$ cat src/rtl/mfvc_ram.sv
// mfvc_ram: generic simple dual-port ram, one write port, one registered read port
// no dependencies

module mfvc_ram #(
    parameter int WIDTH = 32,
    parameter int DEPTH = 32
) (
    input  logic                     i_clk,
    input  logic                     i_wr_en,
    input  logic [$clog2(DEPTH)-1:0] i_wr_addr,
    input  logic [WIDTH-1:0]         i_wr_data,
    input  logic [$clog2(DEPTH)-1:0] i_rd_addr,
    output logic [WIDTH-1:0]         o_rd_data
);

    logic [WIDTH-1:0] r_mem [DEPTH];
    logic [WIDTH-1:0] r_rd_data;

    always_ff @(posedge i_clk) begin
        if (i_wr_en) begin
            r_mem[i_wr_addr] <= i_wr_data;
        end
        r_rd_data <= r_mem[i_rd_addr];
    end

    assign o_rd_data = r_rd_data;

endmodule

$ cat config.mk
export PLATFORM = sky130hd
export DESIGN_NAME = mfvc_ram
export DESIGN_NICKNAME = d
export VERILOG_FILES = /design/src/rtl/mfvc_ram.sv
export SDC_FILE = /design/constraint.sdc
export NUM_CORES = 1
export LEC_CHECK = 0
export BUFFER_PORTS_ARGS = -buffer_cell sky130_fd_sc_hd__buf_2
export CAP_MARGIN = 15
export CELL_PAD_IN_SITES_DETAIL_PLACEMENT = 0
export CELL_PAD_IN_SITES_GLOBAL_PLACEMENT = 1
export CORE_ASPECT_RATIO = 0.9
export CORE_MARGIN = 4
export CORE_UTILIZATION = 25
export DETAILED_ROUTE_END_ITERATION = 8
export PLACE_DENSITY_LB_ADDON = 0.1
export SLEW_MARGIN = 5
export SYNTH_ARGS = -nofsm -noshare
export SYNTH_HDL_FRONTEND = slang
export SYNTH_SLANG_ARGS = --single-unit
$ cat constraint.sdc
create_clock -name i_clk -period 3.3 [get_ports i_clk]
set_clock_uncertainty 0.15 [all_clocks]
set_input_delay 0.495 -clock i_clk [delete_from_list [all_inputs] [get_ports i_clk]]
set_output_delay 0.495 -clock i_clk [all_outputs]
set_load 0.01 [all_outputs]
==> results.json <==
{
  "tightest_slew_ns": 0.769,
  "avgSynthCellArea_sq_um": 17.9,
  "clkSlewWorstSetupHoldPaths_ns": 0.06,
  "rows": 139,
  "core_sq_um": 160000,
  "drv_slew": 0,
  "cp_num_buf_inv": 1,
  "first_pass_iters": 5,
  "max_freq_mhz": 478,
  "final_nets": 2497,
  "finish.utilization_pct": 30.2,
  "final_layout_size_suffix_gt1_share_pct": 16.1,
  "ant_nets": 0,
  "io_buffers": 75,
  "finalCritPeriodShare_pct": 63.4,
  "fin_crit_ns": 2.09,
  "cp_data_arrival_time_ns": 1.45,
  "cts_setup_buffers": 0,
  "drt-initial-drc-count": 1074,
  "slowest_stage": "dfxtp_1",
  "cts_buffer_depth": 3,
  "nFillCells": 15700,
  "cts_max_level": 3,
  "vias": 21200,
  "maxCapViolations": 0,
  "vias_per_cell": 4.53,
  "grt_pass1_wl_um": 179000,
  "relSlewSlack_pct": 48.5,
  "routed_wl_um": 128000,
  "min_path_type": "input pin to register",
  "ir_worst_vdd_uv": 412,
  "path_delay_family": "flip-flops",
  "pin_count": 76,
  "rsz0062_at_grt": "false",
  "cts_tree": "done",
  "gr-total-overflow": 0,
  "crit_required_ns": 2.65,
  "initial_core_util_pct": 25.3,
  "setup_viol": 0,
  "multi_input_area_sq_um": 8610,
  "die_area_sq_um": 168000,
  "synthesis.instances": 2260,
  "holdWs_ns": 0.102,
  "p_total_mw": 30.1,
  "drc": 0,
  "worstSetupStartpointType": "register",
  "first_global_vias": 22100,
  "synth_nets": 2304,
  "synth-seq-cells": 1056,
  "fp.dieW_um": 432,
  "grt.total_usage_pct": 15.1,
  "clock-sinks": 1056,
  "avgRoutedWirePerCell_um": 27.4,
  "powerDensity_nw_per_um2": 622,
  "status": "complete, no violations",
  "p_leak_nw": 16.6,
  "worstSetupEndpointType": "primary output",
  "cts_buffers": 120,
  "crit_chain": "buf_2",
  "synth_cell_types": 25,
  "setup_tns_ns": 0,
  "gp_congestion": 0.720,
  "syn_to_final_growth_pct": 19.6,
  "root_buffer": "clkbuf_16",
  "synth.cell_area_sq_um": 40500,
  "hold_buffers": 0,
  "post_cts_resized": 0,
  "dp_hpwl_um": 72800,
  "path_class": "register to primary output",
  "ff_latch_area_sq_um": 31400,
  "max_stage_delay_ns": 0.51,
  "worst-path-max-fanout": 2,
  "antenna_found_initial": 9,
  "yosys_warnings": 0,
  "fin_cells": 4676,
  "dpl.cell_count": 4446,
  "ys_seq_area_share_pct": 77.5,
  "hold_viol": 0,
  "clk_latency_ns": 0.74,
  "grt_max_degree": 45,
  "die_h_um": 390
}
-- flip-flops by register name (all words and copies together) (netlist names) --
signal,count
o_rd_data,32
r_mem,1024
-- metrics by stage --
| step | setup slack [ns] | area, sq um |
|---|---|---|
| floorplan | 0.221 | 40500 |
| global placement | 0.327 | 44400 |
| detailed placement | 0.371 | 44400 |
| CTS | 1.06 | 48400 |
| global route | 1.12 | 48400 |
| finish | 1.21 | 48400 |
-- worst register-to-register path: stages (launching register included) --
cell and delay [ns]:
edfxtp_1 0.35, mux2i_1 0.20, a22o_1 0.17, nor3_1 0.06, a31oi_1 0.58, nand3_1 0.25
-- report_power, final --
part           total [mW]  leakage, nW  switching, mW  internal, mW
clock network        13.6         1.94           5.50          8.08
registers            15.0         9.49         0.0879          14.9
logic                1.54         5.15           1.05         0.497
-- cells by family after synthesis --
group | share of synthesized area, %
compound gates | 4.85
buf+inv | 1.86
flops | 77.5
mux | 12.7
simple gates | 3.10
-- Yosys cell counts (all sizes together) --
| cell type | n | share of area [%] |
|---|---|---|
| dfxtp | 32 | 1.6 |
| nand3 | 98 | 1.2 |
| a21oi | 96 | 1.2 |
| edfxtp | 1024 | 76 |
| nand3b | 5 | 0.093 |
| a22oi | 96 | 1.8 |
| and2b | 1 | 0.019 |
| or3 | 1 | 0.015 |
| mux2i | 512 | 13 |
| buf | 79 | 1.4 |
| nand2b | 2 | 0.031 |
| a31oi | 32 | 0.49 |
| or2 | 1 | 0.015 |
| nor2b | 1 | 0.015 |
| clkbuf | 48 | 0.46 |
| nor2 | 34 | 0.32 |
| nor3 | 32 | 0.40 |
| nand2 | 98 | 0.91 |
| a22o | 64 | 1.4 |
| and2 | 1 | 0.015 |
| or3b | 3 | 0.065 |
-- layout make-up --
| type | instances | share of cell area [%] |
|---|---|---|
| well taps | 2115 | 5.46 |
| repair buffers | 198 | 3.63 |
| flip-flops and latches | 1056 | 64.8 |
| clock buffers | 155 | 6.62 |
| multi-input cells | 1077 | 17.8 |
| clock inverters | 73 | 1.69 |
| diodes | 2 | 0.0103 |
-- worst paths after layout --
path	startpoint	endpoint	slack, ns	depth (start not counted)
worst max register to register	r_mem[3][10]$_DFFE_PP_	o_rd_data[10]$_DFF_P_	1.36	5
worst max-delay path	o_rd_data[12]$_DFF_P_	o_rd_data[12]	1.21	1
worst min-delay path	i_wr_data[18]	r_mem[9][18]$_DFFE_PP_	0.10	1
worst min register to register	r_mem[11][3]$_DFFE_PP_	o_rd_data[3]$_DFF_P_	0.45	4
-- layout by cell type, fill, tap and decap left out, types with 2 or more instances in the layout --
master	synthesis	routed
nand3b_1	5	5
buf_2	26	74
nand2b_2	0	2
buf_4	33	87
clkbuf_8	0	5
clkinv_16	0	2
bufinv_16	0	16
mux2i_1	512	512
nor2_4	0	33
clkinvlp_4	0	6
a22o_1	64	64
clkbuf_1	46	29
a22oi_1	96	96
nor3_1	32	32
nand2_1	98	97
diode_2	0	2
buf_12	0	36
or3b_2	3	3
clkbuf_16	0	121
clkinv_1	0	29
edfxtp_1	1024	1024
inv_6	0	2
a21oi_1	96	96
a31oi_1	32	32
clkinv_2	0	17
dfxtp_1	32	32
nand3_1	98	98
-- per-layer routing --
metal  wire [um]  share of wire [%]  global-route usage (%)
met5          22              0.017                       0
met2       62000                 48                    25.2
met1       60300                 47                    20.8
met3        3650                2.8                    2.21
met4        2380                1.9                    3.08
Power figures use the tool's default switching activity.
