$ cat config.mk
export PLATFORM = sky130hd
export DESIGN_NAME = mfvc_out_fifo
export DESIGN_NICKNAME = d
export VERILOG_FILES = /design/src/rtl/mfvc_pkg.sv /design/src/rtl/mfvc_out_fifo.sv
export SDC_FILE = /design/constraint.sdc
export NUM_CORES = 1
export LEC_CHECK = 0
export BUFFER_PORTS_ARGS = -buffer_cell sky130_fd_sc_hd__clkbuf_2
export CORE_ASPECT_RATIO = 1.5
export CORE_MARGIN = 2
export CORE_UTILIZATION = 37
export DETAILED_ROUTE_END_ITERATION = 8
export GPL_TIMING_DRIVEN = 0
export SYNTH_ARGS = -nofsm -noshare
export SYNTH_HDL_FRONTEND = slang
export SYNTH_SLANG_ARGS = --single-unit
$ cat constraint.sdc
create_clock -name i_clk -period 2.34 [get_ports i_clk]
set_input_delay 0 -clock i_clk [delete_from_list [all_inputs] [get_ports i_clk]]
set_output_delay 0 -clock i_clk [all_outputs]
set_load 0.1 [all_outputs]
$ cat src/rtl/mfvc_pkg.sv
// mfvc_pkg: shared constants, types and the fold test of the mesh fold check
// used by the core and the result fifo; no dependencies

package mfvc_pkg;

    localparam int MAX_WIDTH   = 32;
    localparam int COL_W       = $clog2(MAX_WIDTH);
    localparam int COORD_BITS  = 32;
    localparam int ROW_W       = 16;
    localparam int MW_W        = 6;
    localparam int OUT_DEPTH   = 4;
    localparam int CNT_W       = $clog2(OUT_DEPTH + 1);
    localparam int CFG_IDX_W   = 2;
    localparam int CFG_DATA_W  = 16;
    localparam int IN_DATA_W   = 2 * COORD_BITS;
    localparam int RES_BITS    = 1 + COL_W + ROW_W;
    localparam int OUT_DATA_W  = ((RES_BITS + 7) / 8) * 8;

    // configuration register indexes
    localparam logic [CFG_IDX_W-1:0] REG_MESH_WIDTH  = 2'd0;
    localparam logic [CFG_IDX_W-1:0] REG_MESH_HEIGHT = 2'd1;

    typedef logic signed [COORD_BITS-1:0] t_coord;
    typedef logic [COL_W:0]               t_weff;

    // one column of the line buffer
    typedef struct packed {
        t_coord old_y;
        logic   v;
        t_coord y;
        t_coord x;
    } t_entry;

    localparam int ENTRY_W = $bits(t_entry);

    typedef struct packed {
        logic             last;
        logic [ROW_W-1:0] row;
        logic [COL_W-1:0] col;
        logic             ok;
    } t_result;

    localparam int RESULT_W = $bits(t_result);

    // work item travelling from read issue to evaluate stage
    typedef struct packed {
        logic             is_drain;
        logic             emit;
        logic             first_col;
        logic             last_col;
        logic             row_one;
        logic             last;
        logic [COL_W-1:0] col;
        logic [ROW_W-1:0] row_out;
        logic             v_new;
        t_coord           y_new;
        t_coord           x_new;
    } t_slot;

    // (a - m) * (m - b) < 0, from the order of the three values
    function automatic logic folds(input t_coord a, input t_coord m, input t_coord b);
        return ((a > m) && (m < b)) || ((a < m) && (m > b));
    endfunction

endpackage

$ cat src/rtl/mfvc_out_fifo.sv
// mfvc_out_fifo: small result queue in front of the output stream
// depends on mfvc_pkg

module mfvc_out_fifo (
    input  logic                      i_clk,
    input  logic                      i_rst_n,
    input  logic                      i_push,
    input  mfvc_pkg::t_result         i_push_data,
    output logic [mfvc_pkg::CNT_W-1:0] o_count,
    output logic                      o_valid,
    input  logic                      i_ready,
    output mfvc_pkg::t_result         o_data
);
    import mfvc_pkg::*;

    localparam int PTR_W = $clog2(OUT_DEPTH);

    t_result          r_mem [OUT_DEPTH];
    logic [PTR_W-1:0] r_wr_ptr;
    logic [PTR_W-1:0] r_rd_ptr;
    logic [CNT_W-1:0] r_count;
    logic [CNT_W-1:0] n_count;
    logic             w_pop;

    assign o_valid = (r_count != '0);
    assign w_pop   = o_valid && i_ready;
    assign o_data  = r_mem[r_rd_ptr];
    assign o_count = r_count;

    always_comb begin
        n_count = r_count;
        if (i_push && !w_pop) begin
            n_count = r_count + CNT_W'(1);
        end else if (!i_push && w_pop) begin
            n_count = r_count - CNT_W'(1);
        end
    end

    always_ff @(posedge i_clk) begin
        if (!i_rst_n) begin
            r_wr_ptr <= '0;
            r_rd_ptr <= '0;
            r_count  <= '0;
        end else begin
            r_count <= n_count;
            if (i_push) begin
                r_wr_ptr <= r_wr_ptr + PTR_W'(1);
            end
            if (w_pop) begin
                r_rd_ptr <= r_rd_ptr + PTR_W'(1);
            end
        end
    end

    always_ff @(posedge i_clk) begin
        if (i_push) begin
            r_mem[r_wr_ptr] <= i_push_data;
        end
    end

endmodule
==> run_results.csv, run 1 <==
group,metric,value,unit
outcome,outcome,"complete, no violations",
placed_design,gp_congestion,0.6453,
floorplanning,start_util,0.3793,
timing,skew,2.199,ps
yosys,synth_cell_types,20,
clock_tree,insertion_delay,340,ps
timing,maxSlewViolCount,0,
detailed_routing,dr.pass1.iters,6,
timing,fmaxAchievable,0.5033,GHz
cells_and_area,layout_common_cells,"edfxtp_1, clkbuf_2, dlygate4sd3_1, mux4_2, clkbuf_16",
cells_and_area,layout-drive-gt1-share,0.3725,
global_route,grt_overflow,0,
clock_tree,clk_path_buf_depth,2,
timing,tightest_slew,1271,ps
clock_tree,cts_setup_buffers,0,
floorplanning,fp.dieArea,0.01118,mm2
worst_setup_path,end_kind,"flop",
placed_design,dpl.hpwl,3.974,mm
worst_setup_path,start_kind,"flop",
floorplanning,row_count,45,
detailed_routing,via_per_inst,4.847,
yosys,synth_top_area_frac,0.7227,
floorplanning,dieWidth,86.99,um
placed_design,post_dp_cell_area,0.004237,mm2
global_route,grt_pass1_wl,9.715,mm
clock_tree,root_buffer,"clkbuf_16",
cells_and_area,final_common_cell,"edfxtp_1",
worst_setup_path,crit_type,"flop to flop",
power_and_ir_drop,vdd_drop_max,932.6,uV
cells_and_area,layout.nets,283,
cells_and_area,regArea,0.002945,mm2
yosys,postSynthAreaPerCell,23.60,um2
floorplanning,io-pin-count,54,
power_and_ir_drop,p_sw,0.002469,W
floorplanning,core-area,0.01008,mm2
power_and_ir_drop,pwr-share-clk,0.247,
yosys,synth_area_leader_cell,"edfxtp_1",
floorplanning,fp.dieH,128.5,um
worst_setup_path,cp_data_arrival_time,2250,ps
power_and_ir_drop,intPower,0.003622,W
yosys,yosys_warnings,0,
cells_and_area,diodes,0,
power_and_ir_drop,pwr-share-seq,0.357,
detailed_routing,wire_per_inst,17.13,um
worst_setup_path,worstPathRequired,2600,ps
detailed_routing,drt-total-wl,6.371,mm
power_and_ir_drop,p_leak,1.681,nW
worst_setup_path,critical_path.max_fanout,6,
power_and_ir_drop,switching_share,0.4053,
job,max_cap_violations,0,
global_route,first_global_vias,1960,
clock_tree,cts_buffers,9,
yosys,synthTopCellsByArea,"edfxtp_1, mux4_2, dfxtp_1, mux4_1, ha_1",
timing,finalSetupViolations,0,
placed_design,portBuffers,53,
cells_and_area,stdcell_area,0.004783,mm2
detailed_routing,remaining_drc_errors,0,
timing,fin_setup_tns,0,ps
detailed_routing,drtIter0Drc,129,
timing,fin_crit,1987,ps
yosys,synth_area,0.003822,mm2
yosys,synth-seq-area-share,0.7699,
yosys,syn_nets,195,
global_route,antenna_found_initial,0,
timing,rsz0062_at_grt,"false",
clock_tree,postCtsHoldBufs,24,
power_and_ir_drop,power_density,1273,mW/mm2
clock_tree,cts_tree,"built",
global_route,track_usage,0.1227,
global_route,grt_max_degree,24,
detailed_routing,postRouteAntennaNets,0,
timing,maxSlewHeadroom,0.1526,
timing,finalHoldViolations,0,
yosys,ys_seq_elements,101,
timing,post-route-period-util,0.8492,
power_and_ir_drop,pwr-share-comb,0.396,
min_path,hold_path_class,"primary input to flop",
cells_and_area,n_fill_cell,817,
yosys,synthCells,162,
clock_tree,clock-sinks,101,
clock_tree,cts.reportedPaths.clkPinSlew,60,ps
cells_and_area,area_growth,25.14,%
cells_and_area,multiInputGateArea,808.3,um2
clock_tree,htreeDepth,3,
detailed_routing,routed-via-count,1803,
clock_tree,ctsResizeCount,0,
-- worst max-delay path, stage by stage (launching register included) --
cell	delay (ps)
dfxtp_2	360
o31ai_4	270
ha_1	230
inv_1	60
fa_1	380
xor2_1	150
or3_1	300
a21boi_0	160
-- flip-flops by register name (all words and copies together), names as in the netlist, named ones only --
signal / count
r_rd_ptr: 2
o_count: 3
r_wr_ptr: 2
r_mem: 92
-- final cells by class --
cell class,count,share of cell area
Buffer,5,0.01282
Clock buffer,9,0.04708
Clock inverter,7,0.01674
Inverter,3,0.002354
Multi-Input combinational cell,53,0.1690
Sequential cell,101,0.6157
Tap cell,117,0.03060
Timing Repair Buffer,77,0.1057
-- per-stage QoR --
stage / instances / hold slack (ps) / util / total power [W] / setup slack [ps]
floorplan: 162 / 98.87 / - / 0.004291 / 17.64
global placement: 332 / 216.9 / 0.4204 / 0.004623 / 353.9
detailed placement: 332 / 222.1 / 0.4204 / 0.004635 / 305.0
CTS: 372 / 43.28 / 0.4745 / 0.006171 / 293.4
global route: 372 / 54.75 / 0.4746 / 0.006321 / 186.7
finish: 372 / 45.94 / 0.4746 / 0.006091 / 353.0
-- final timing paths --
kind	start	end	slack, ps	cells past startpoint
max	o_count[1]	o_count[2]	350	7
min	i_push	r_wr_ptr[1]	50	3
max reg2reg	o_count[1]	o_count[2]	350	7
min reg2reg	r_wr_ptr[1]	r_wr_ptr[1]	560	2
-- cell usage after synthesis (all sizes together) --
cell type and instances:
edfxtp 92, fa 1, xnor2 3, and2 9
o31ai 1, xor2 2, or3 2, nor2b 2
dfxtp 9, mux2i 2, o311ai 1, mux4 23
o21ai 1, buf 5, ha 5, inv 3
a21boi 1
-- cell families after synthesis --
group,Yosys count,share of synthesized area
DFF,101,0.7699
muxes,25,0.1437
xor gates and xnor gates,5,0.01146
and+or+nand+nor,13,0.02127
buffers and inverters,8,0.01899
adders and majority gates,6,0.02160
AOI/OAI and AO/OA,4,0.01309
-- per-layer routing --
| metal | wire length [um] | vias to the layer above | GRT usage | share of wire |
|---|---|---|---|---|
| met5 | 0 | - | 0 | 0 |
| met4 | 151 | 0 | 0.06342 | 0.024 |
| met3 | 245 | 11 | 0.02694 | 0.038 |
| met2 | 3361 | 51 | 0.2106 | 0.53 |
| met1 | 2613 | 895 | 0.1423 | 0.41 |
| li1 | - | 846 | - | - |
-- power by group through the flow --
stage	combinational [W]	sequential [W]	clock, W
5_1_grt	0.00252	0.00219	0.00161
3_5_place_dp	0.00242	0.00222	0
6_report	0.00241	0.00218	0.00150
4_1_cts	0.00245	0.00218	0.00154
2_1_floorplan	0.00197	0.00232	0
3_3_place_gp	0.00241	0.00221	0
No activity file was read; power rests on OpenSTA's default activity.
==> inputs of run 2 (changes only) <==
ABC_AREA = 1   (was unset)
clock period = 1.7 ns   (was 2.34 ns; I/O delays follow)
==> run 2 against run 1 <==
  * Synthesized cell count is 75% higher
  * Power is 61% higher
  * Combinational power is 92% higher
  * Largest power group unchanged
  * Cell area is 18% higher
  * Via count is 42% higher
  * Hold slack better by 360 ps
  * Global-route usage is 3.0 points higher
  * Sequential share of layout area is 9.3 points lower
==> run_results.csv, run 2 <==
group,metric,value,unit
yosys,ys_top_cells_by_count,"edfxtp_1, o21ai_0, nor2_1",
power_and_ir_drop,power_density,1731,mW/mm2
yosys,synth_area,0.004200,mm2
yosys,synth_top_area_frac,0.6577,
timing,maxSlewViolCount,0,
cells_and_area,fin_cells,537,
outcome,outcome,"complete, no violations",
placed_design,placedCellCount,484,
clock_tree,root_buffer,"clkbuf_16",
min_path,min_path_cells,2,
floorplanning,fp.dieArea,0.01224,mm2
yosys,syn_nets,317,
yosys,yosys_warnings,0,
global_route,grt_overflow,0,
yosys,synth-seq-area-share,0.7006,
clock_tree,insertion_delay,340,ps
yosys,synth_area_leader_cell,"edfxtp_1",
worst_setup_path,start_kind,"flop",
worst_setup_path,critical_path.max_fanout,4,
worst_setup_path,cp_data_arrival_time,1890,ps
floorplanning,core-area,0.01106,mm2
timing,finalSetupViolations,0,
floorplanning,dieWidth,91.00,um
placed_design,gp_congestion,0.7065,
detailed_routing,dr_wl_met2,5.068,mm
timing,tightest_slew,540.6,ps
cells_and_area,post-route-util,0.5115,
global_route,grt_max_degree,24,
detailed_routing,top_layer_used,"met4",
detailed_routing,drtIter0Drc,140,
yosys,synth_cell_types,26,
yosys,synthCells,284,
placed_design,portBuffers,53,
yosys,postSynthAreaPerCell,14.79,um2
global_route,grt_pass1_wl,13.67,mm
floorplanning,start_util,0.3799,
yosys,synthTopCellsByArea,"edfxtp_1, o22ai_2, dfxtp_1, o21ai_0, o21ai_2",
worst_setup_path,r2r_cells,12,
clock_tree,cts.reportedPaths.clkPinSlew,70,ps
min_path,hold_path_class,"primary input to flop",
cells_and_area,final_common_cell,"edfxtp_1",
timing,rsz0062_at_grt,"true",
cells_and_area,layout-drive-gt1-share,0.4513,
worst_setup_path,crit_type,"flop to flop",
power_and_ir_drop,vdd_drop_max,728.8,uV
detailed_routing,wl_met1,3.388,mm
cells_and_area,largest_reg_flops,92,
yosys,synth-async-reset-ratio,0,
global_route,antenna_found_initial,0,
cells_and_area,diodes,0,
worst_setup_path,worstPathRequired,1940,ps
clock_tree,htreeDepth,3,
yosys,yosysMostFrequentCell,"edfxtp_1",
timing,finalHoldViolations,0,
clock_tree,cts_tree,"built",
yosys,synthFlopType,"edfxtp_1",
timing,fin_crit,1648,ps
worst_setup_path,end_kind,"flop",
detailed_routing,met3_length,378,um
global_route,first_global_vias,2573,
detailed_routing,drt-total-wl,9.134,mm
floorplanning,row_count,47,
placed_design,dpl.hpwl,5.260,mm
detailed_routing,dr.pass1.iters,4,
detailed_routing,postRouteAntennaNets,0,
global_route,track_usage,0.1532,
yosys,synth_edf_count,92,
job,max_cap_violations,0,
power_and_ir_drop,p_leak,2.024,nW
cells_and_area,regMostFlops,"r_mem",
cells_and_area,layout_common_cells,"edfxtp_1, o21ai_0, clkbuf_2, nor2_1, dlygate4sd3_1",
clock_tree,clk_path_buf_depth,2,
timing,skew,4.575,ps
floorplanning,fp.dieH,134.5,um
timing,post-route-period-util,0.9696,
clock_tree,clock-sinks,101,
timing,fmaxAchievable,0.6067,GHz
timing,maxSlewHeadroom,0.6411,
yosys,ys_seq_elements,101,
cells_and_area,layout.nets,418,
clock_tree,cts_buffers,9,
floorplanning,io-pin-count,54,
detailed_routing,via_per_inst,4.765,
cells_and_area,area_growth,34.64,%
detailed_routing,remaining_drc_errors,0,
detailed_routing,wire_per_inst,17.01,um
detailed_routing,routed-via-count,2559,
==> run 2: cell count changes after synthesis, sizes merged, moves of 9 or more <==
cell,delta
o21ai,+48
inv,+13
nor2,+52
mux4,-23
and2,-9
o22ai,+23
nand2,+15
==> run 2: cells by family after synthesis <==
group | count (synthesis) | share of synthesized area
compound gates | 77 | 0.1376
xor+xnor | 1 | 0.002086
fa+ha+maj | 6 | 0.01966
buf+inv | 29 | 0.05511
flops | 101 | 0.7006
simple gates | 70 | 0.08489
==> run 2: worst max-delay path: stages, from the launching register on <==
cell and delay, ps:
dfxtp_4 370, nor2_4 140, nand2_8 70, nand2_4 80, ha_4 130, inv_2 40
fa_2 360, inv_1 80, nand2_1 60, nand3_2 70, nand2_1 50, nand2_1 50
nor2_1 40
==> run 2: cell type report <==
cell class / instances / area (um2)
Fill cell: 998 / 5400
Sequential cell: 101 / 2955
Multi-Input combinational cell: 154 / 1124
Timing Repair Buffer: 86 / 794.5
Clock buffer: 10 / 229.0
Tap cell: 147 / 183.9
Buffer: 13 / 156.4
Clock inverter: 6 / 95.09
Inverter: 16 / 87.58
Timing Repair inverter: 4 / 30.03
==> run 2: report_power, final <==
group | leakage, nW | internal [W] | switching (W)
Clock | 0.151 | 0.00130 | 0.000876
Sequential | 0.922 | 0.00289 | 0.0000915
Combinational | 0.951 | 0.00133 | 0.00330
==> run 2: final timing paths <==
path	from	endpoint	slack, ps
hold reg to reg	r_rd_ptr[1]	flop	510
setup reg to reg	o_count[0]	o_count[2]	50
hold / removal	i_push_data[21]	r_mem[1][21]	410
setup / recovery	o_count[0]	o_count[2]	50
==> run 2: what timing repair did <==
action / in CTS / in global routing
pin swaps: 0 / 5
setup endpoints to repair: 115 / 73
resized for setup: 46 / 27
hold buffers: 26 / 0
setup buffers: 2 / 5
gates cloned: 3 / 1
endpoints found under the hold margin: 101 / 0
==> run 2: through the flow <==
stage	setup slack (ps)	power [W]	TNS [ps]	hold WS, ps	instance area [um2]
2_1_floorplan	-175.7	0.006473	-295.5	98.87	4299
3_3_place_gp	-164.3	0.007102	-12550	213.6	4748
3_5_place_dp	-187.7	0.007147	-13250	218.9	4748
4_1_cts	0.8588	0.009693	0	399.9	5535
5_1_grt	-74.41	0.01017	-99.97	419.2	5655
6_report	51.61	0.009792	0	407.0	5655
==> run 2: per-layer routing <==
metal / global-route usage / vias to the layer above
met5: 0 / -
met3: 0.02902 / 24
met1: 0.1634 / 1242
met2: 0.2790 / 59
li1: - / 1234
met4: 0.09091 / 0
==> inputs of run 3 (changes only) <==
PLACE_DENSITY = 0.56   (was unset)
TNS_END_PERCENT = 20   (was unset)
==> run 3 against run 2 <==
  * Sequential share of layout area is 1.7 points higher
  * Cell count decreased by 1.3%
  * Sequential power is essentially flat
  * Maximum frequency is essentially flat
  * Sequential cell count did not move
  * Clock-buffer cell count up 1
  * Hold slack got worse by 380 ps
  * Wire length down 2.7%
==> run_results.csv, run 3 (synthesis gave the netlist of run 2 again) <==
group,metric,value,unit
power_and_ir_drop,switching_share,0.4422,
placed_design,post_dp_cell_area,0.004711,mm2
clock_tree,insertion_delay,340,ps
placed_design,dp_slack,-229.6,ps
floorplanning,dieWidth,91.00,um
timing,fin_crit,1649,ps
detailed_routing,postRouteAntennaNets,0,
cells_and_area,area_growth,30.53,%
cells_and_area,n_fill_cell,1013,
power_and_ir_drop,pwr-share-seq,0.318,
detailed_routing,via_per_inst,4.747,
power_and_ir_drop,power_density,1719,mW/mm2
cells_and_area,layout-drive-gt1-share,0.4282,
detailed_routing,wire_per_inst,16.77,um
timing,fin_ws,51.20,ps
floorplanning,row_count,47,
timing,maxSlewHeadroom,0.5736,
detailed_routing,drt-total-wl,8.889,mm
power_and_ir_drop,intPower,0.005257,W
timing,fmaxAchievable,0.6065,GHz
worst_setup_path,cp_data_arrival_time,1550,ps
clock_tree,clock-sinks,101,
worst_setup_path,end_kind,"flop",
cells_and_area,layout_common_cells,"edfxtp_1, o21ai_0, clkbuf_2, nor2_1, dlygate4sd3_1",
job,max_cap_violations,0,
detailed_routing,dr.pass1.iters,4,
floorplanning,fp.dieH,134.5,um
clock_tree,cts_buffers,9,
cells_and_area,layout.nets,411,
power_and_ir_drop,pwr-share-clk,0.208,
worst_setup_path,critical_path.max_fanout,23,
clock_tree,htreeDepth,3,
placed_design,gp_congestion,0.7022,
cells_and_area,stdcell_area,0.005483,mm2
placed_design,portBuffers,53,
power_and_ir_drop,vdd_drop_max,927.6,uV
power_and_ir_drop,p_leak,1.975,nW
global_route,first_global_vias,2641,
timing,maxSlewViolCount,0,
cells_and_area,final_common_cell,"edfxtp_1",
timing,tightest_slew,638.3,ps
worst_setup_path,worstPathRequired,1600,ps
timing,skew,3.387,ps
clock_tree,cts_tree,"built",
detailed_routing,drtIter0Drc,183,
worst_setup_path,start_kind,"flop",
global_route,grt_overflow,0,
global_route,track_usage,0.1528,
clock_tree,root_buffer,"clkbuf_16",
global_route,antenna_found_initial,0,
cells_and_area,diodes,0,
outcome,outcome,"complete, no violations",
power_and_ir_drop,p_sw,0.004169,W
floorplanning,fp.dieArea,0.01224,mm2
placed_design,dpl.hpwl,5.371,mm
timing,post-route-period-util,0.9699,
timing,rsz0062_at_grt,"true",
min_path,hold_path_class,"primary input to flop",
cells_and_area,regMostFlops,"r_mem",
floorplanning,io-pin-count,54,
floorplanning,start_util,0.3799,
power_and_ir_drop,pwr-share-comb,0.474,
global_route,grt_pass1_wl,13.86,mm
timing,finalHoldViolations,0,
detailed_routing,routed-via-count,2516,
cells_and_area,largest_reg_flops,92,
worst_setup_path,crit_type,"flop to flop",
clock_tree,cts.reportedPaths.clkPinSlew,60,ps
detailed_routing,remaining_drc_errors,0,
timing,finalSetupViolations,0,
clock_tree,clk_path_buf_depth,2,
floorplanning,core-area,0.01106,mm2
global_route,grt_max_degree,24,
-- run 3: layout make-up --
cell class / count / area [um2] / area share
Timing Repair Buffer: 82 / 700.7 / 0.1278
Multi-Input combinational cell: 154 / 1089 / 0.1985
Clock buffer: 11 / 232.7 / 0.04245
Timing Repair inverter: 1 / 7.507 / 0.001369
Sequential cell: 101 / 2959 / 0.5397
Tap cell: 147 / 183.9 / 0.03355
Clock inverter: 5 / 51.30 / 0.009356
Buffer: 13 / 171.4 / 0.03126
Inverter: 16 / 87.58 / 0.01597
-- run 3: power groups by stage --
stage | Clock (W) | Sequential, W | Combinational [W]
floorplan | 0 | 0.00327 | 0.00316
global placement | 0 | 0.00304 | 0.00403
detailed placement | 0 | 0.00305 | 0.00407
CTS | 0.00202 | 0.00300 | 0.00445
global route | 0.00211 | 0.00302 | 0.00467
finish | 0.00196 | 0.00300 | 0.00447
-- run 3: path summary, 6_finish.rpt --
| check | slack, ps | start | end | depth (start not counted) |
|---|---|---|---|---|
| max reg2reg | 50 | r_wr_ptr[1] | r_mem[1][10] | 4 |
| max | 50 | r_wr_ptr[1] | r_mem[1][10] | 4 |
| min | 30 | i_push | r_wr_ptr[1] | 3 |
| min reg2reg | 500 | r_rd_ptr[1] | flop | 2 |
-- run 3: through the flow --
step | std cells | hold slack [ps] | TNS (ps) | utilization | total power, W
after floorplan | 284 | 98.87 | -3193 | - | 0.006430
after global placement | 484 | 216.3 | -13930 | 0.4261 | 0.007068
after detailed placement | 484 | 223.7 | -15040 | 0.4261 | 0.007116
after CTS | 527 | 11.90 | -7.161 | 0.4923 | 0.009464
after global routing | 530 | 52.67 | -256.2 | 0.4959 | 0.009796
final | 530 | 30.42 | 0 | 0.4959 | 0.009426
-- run 3: what timing repair did --
item                       in CTS  in global routing
gates cloned                    1                  1
pin swaps                       0                  3
hold endpoints to repair      101                  0
setup endpoints to repair     115                 74
hold buffers                   25                  0
gates resized for setup        47                 12
setup buffers                   1                  2
-- run 3: critical path, cell delays in order (launching register included) --
cell        delay [ps]
dfxtp_2            340
inv_1               70
ha_1               200
nand2_2             90
clkinvlp_4         500
-- run 3: per-layer routing --
| layer | track usage | vias to the layer above | wire length, um |
|---|---|---|---|
| met5 | 0 | - | 0 |
| met4 | 0.05808 | 0 | 119 |
| met3 | 0.03404 | 9 | 267 |
| met2 | 0.2856 | 41 | 5028 |
| met1 | 0.1673 | 1245 | 3473 |
| li1 | - | 1221 | - |
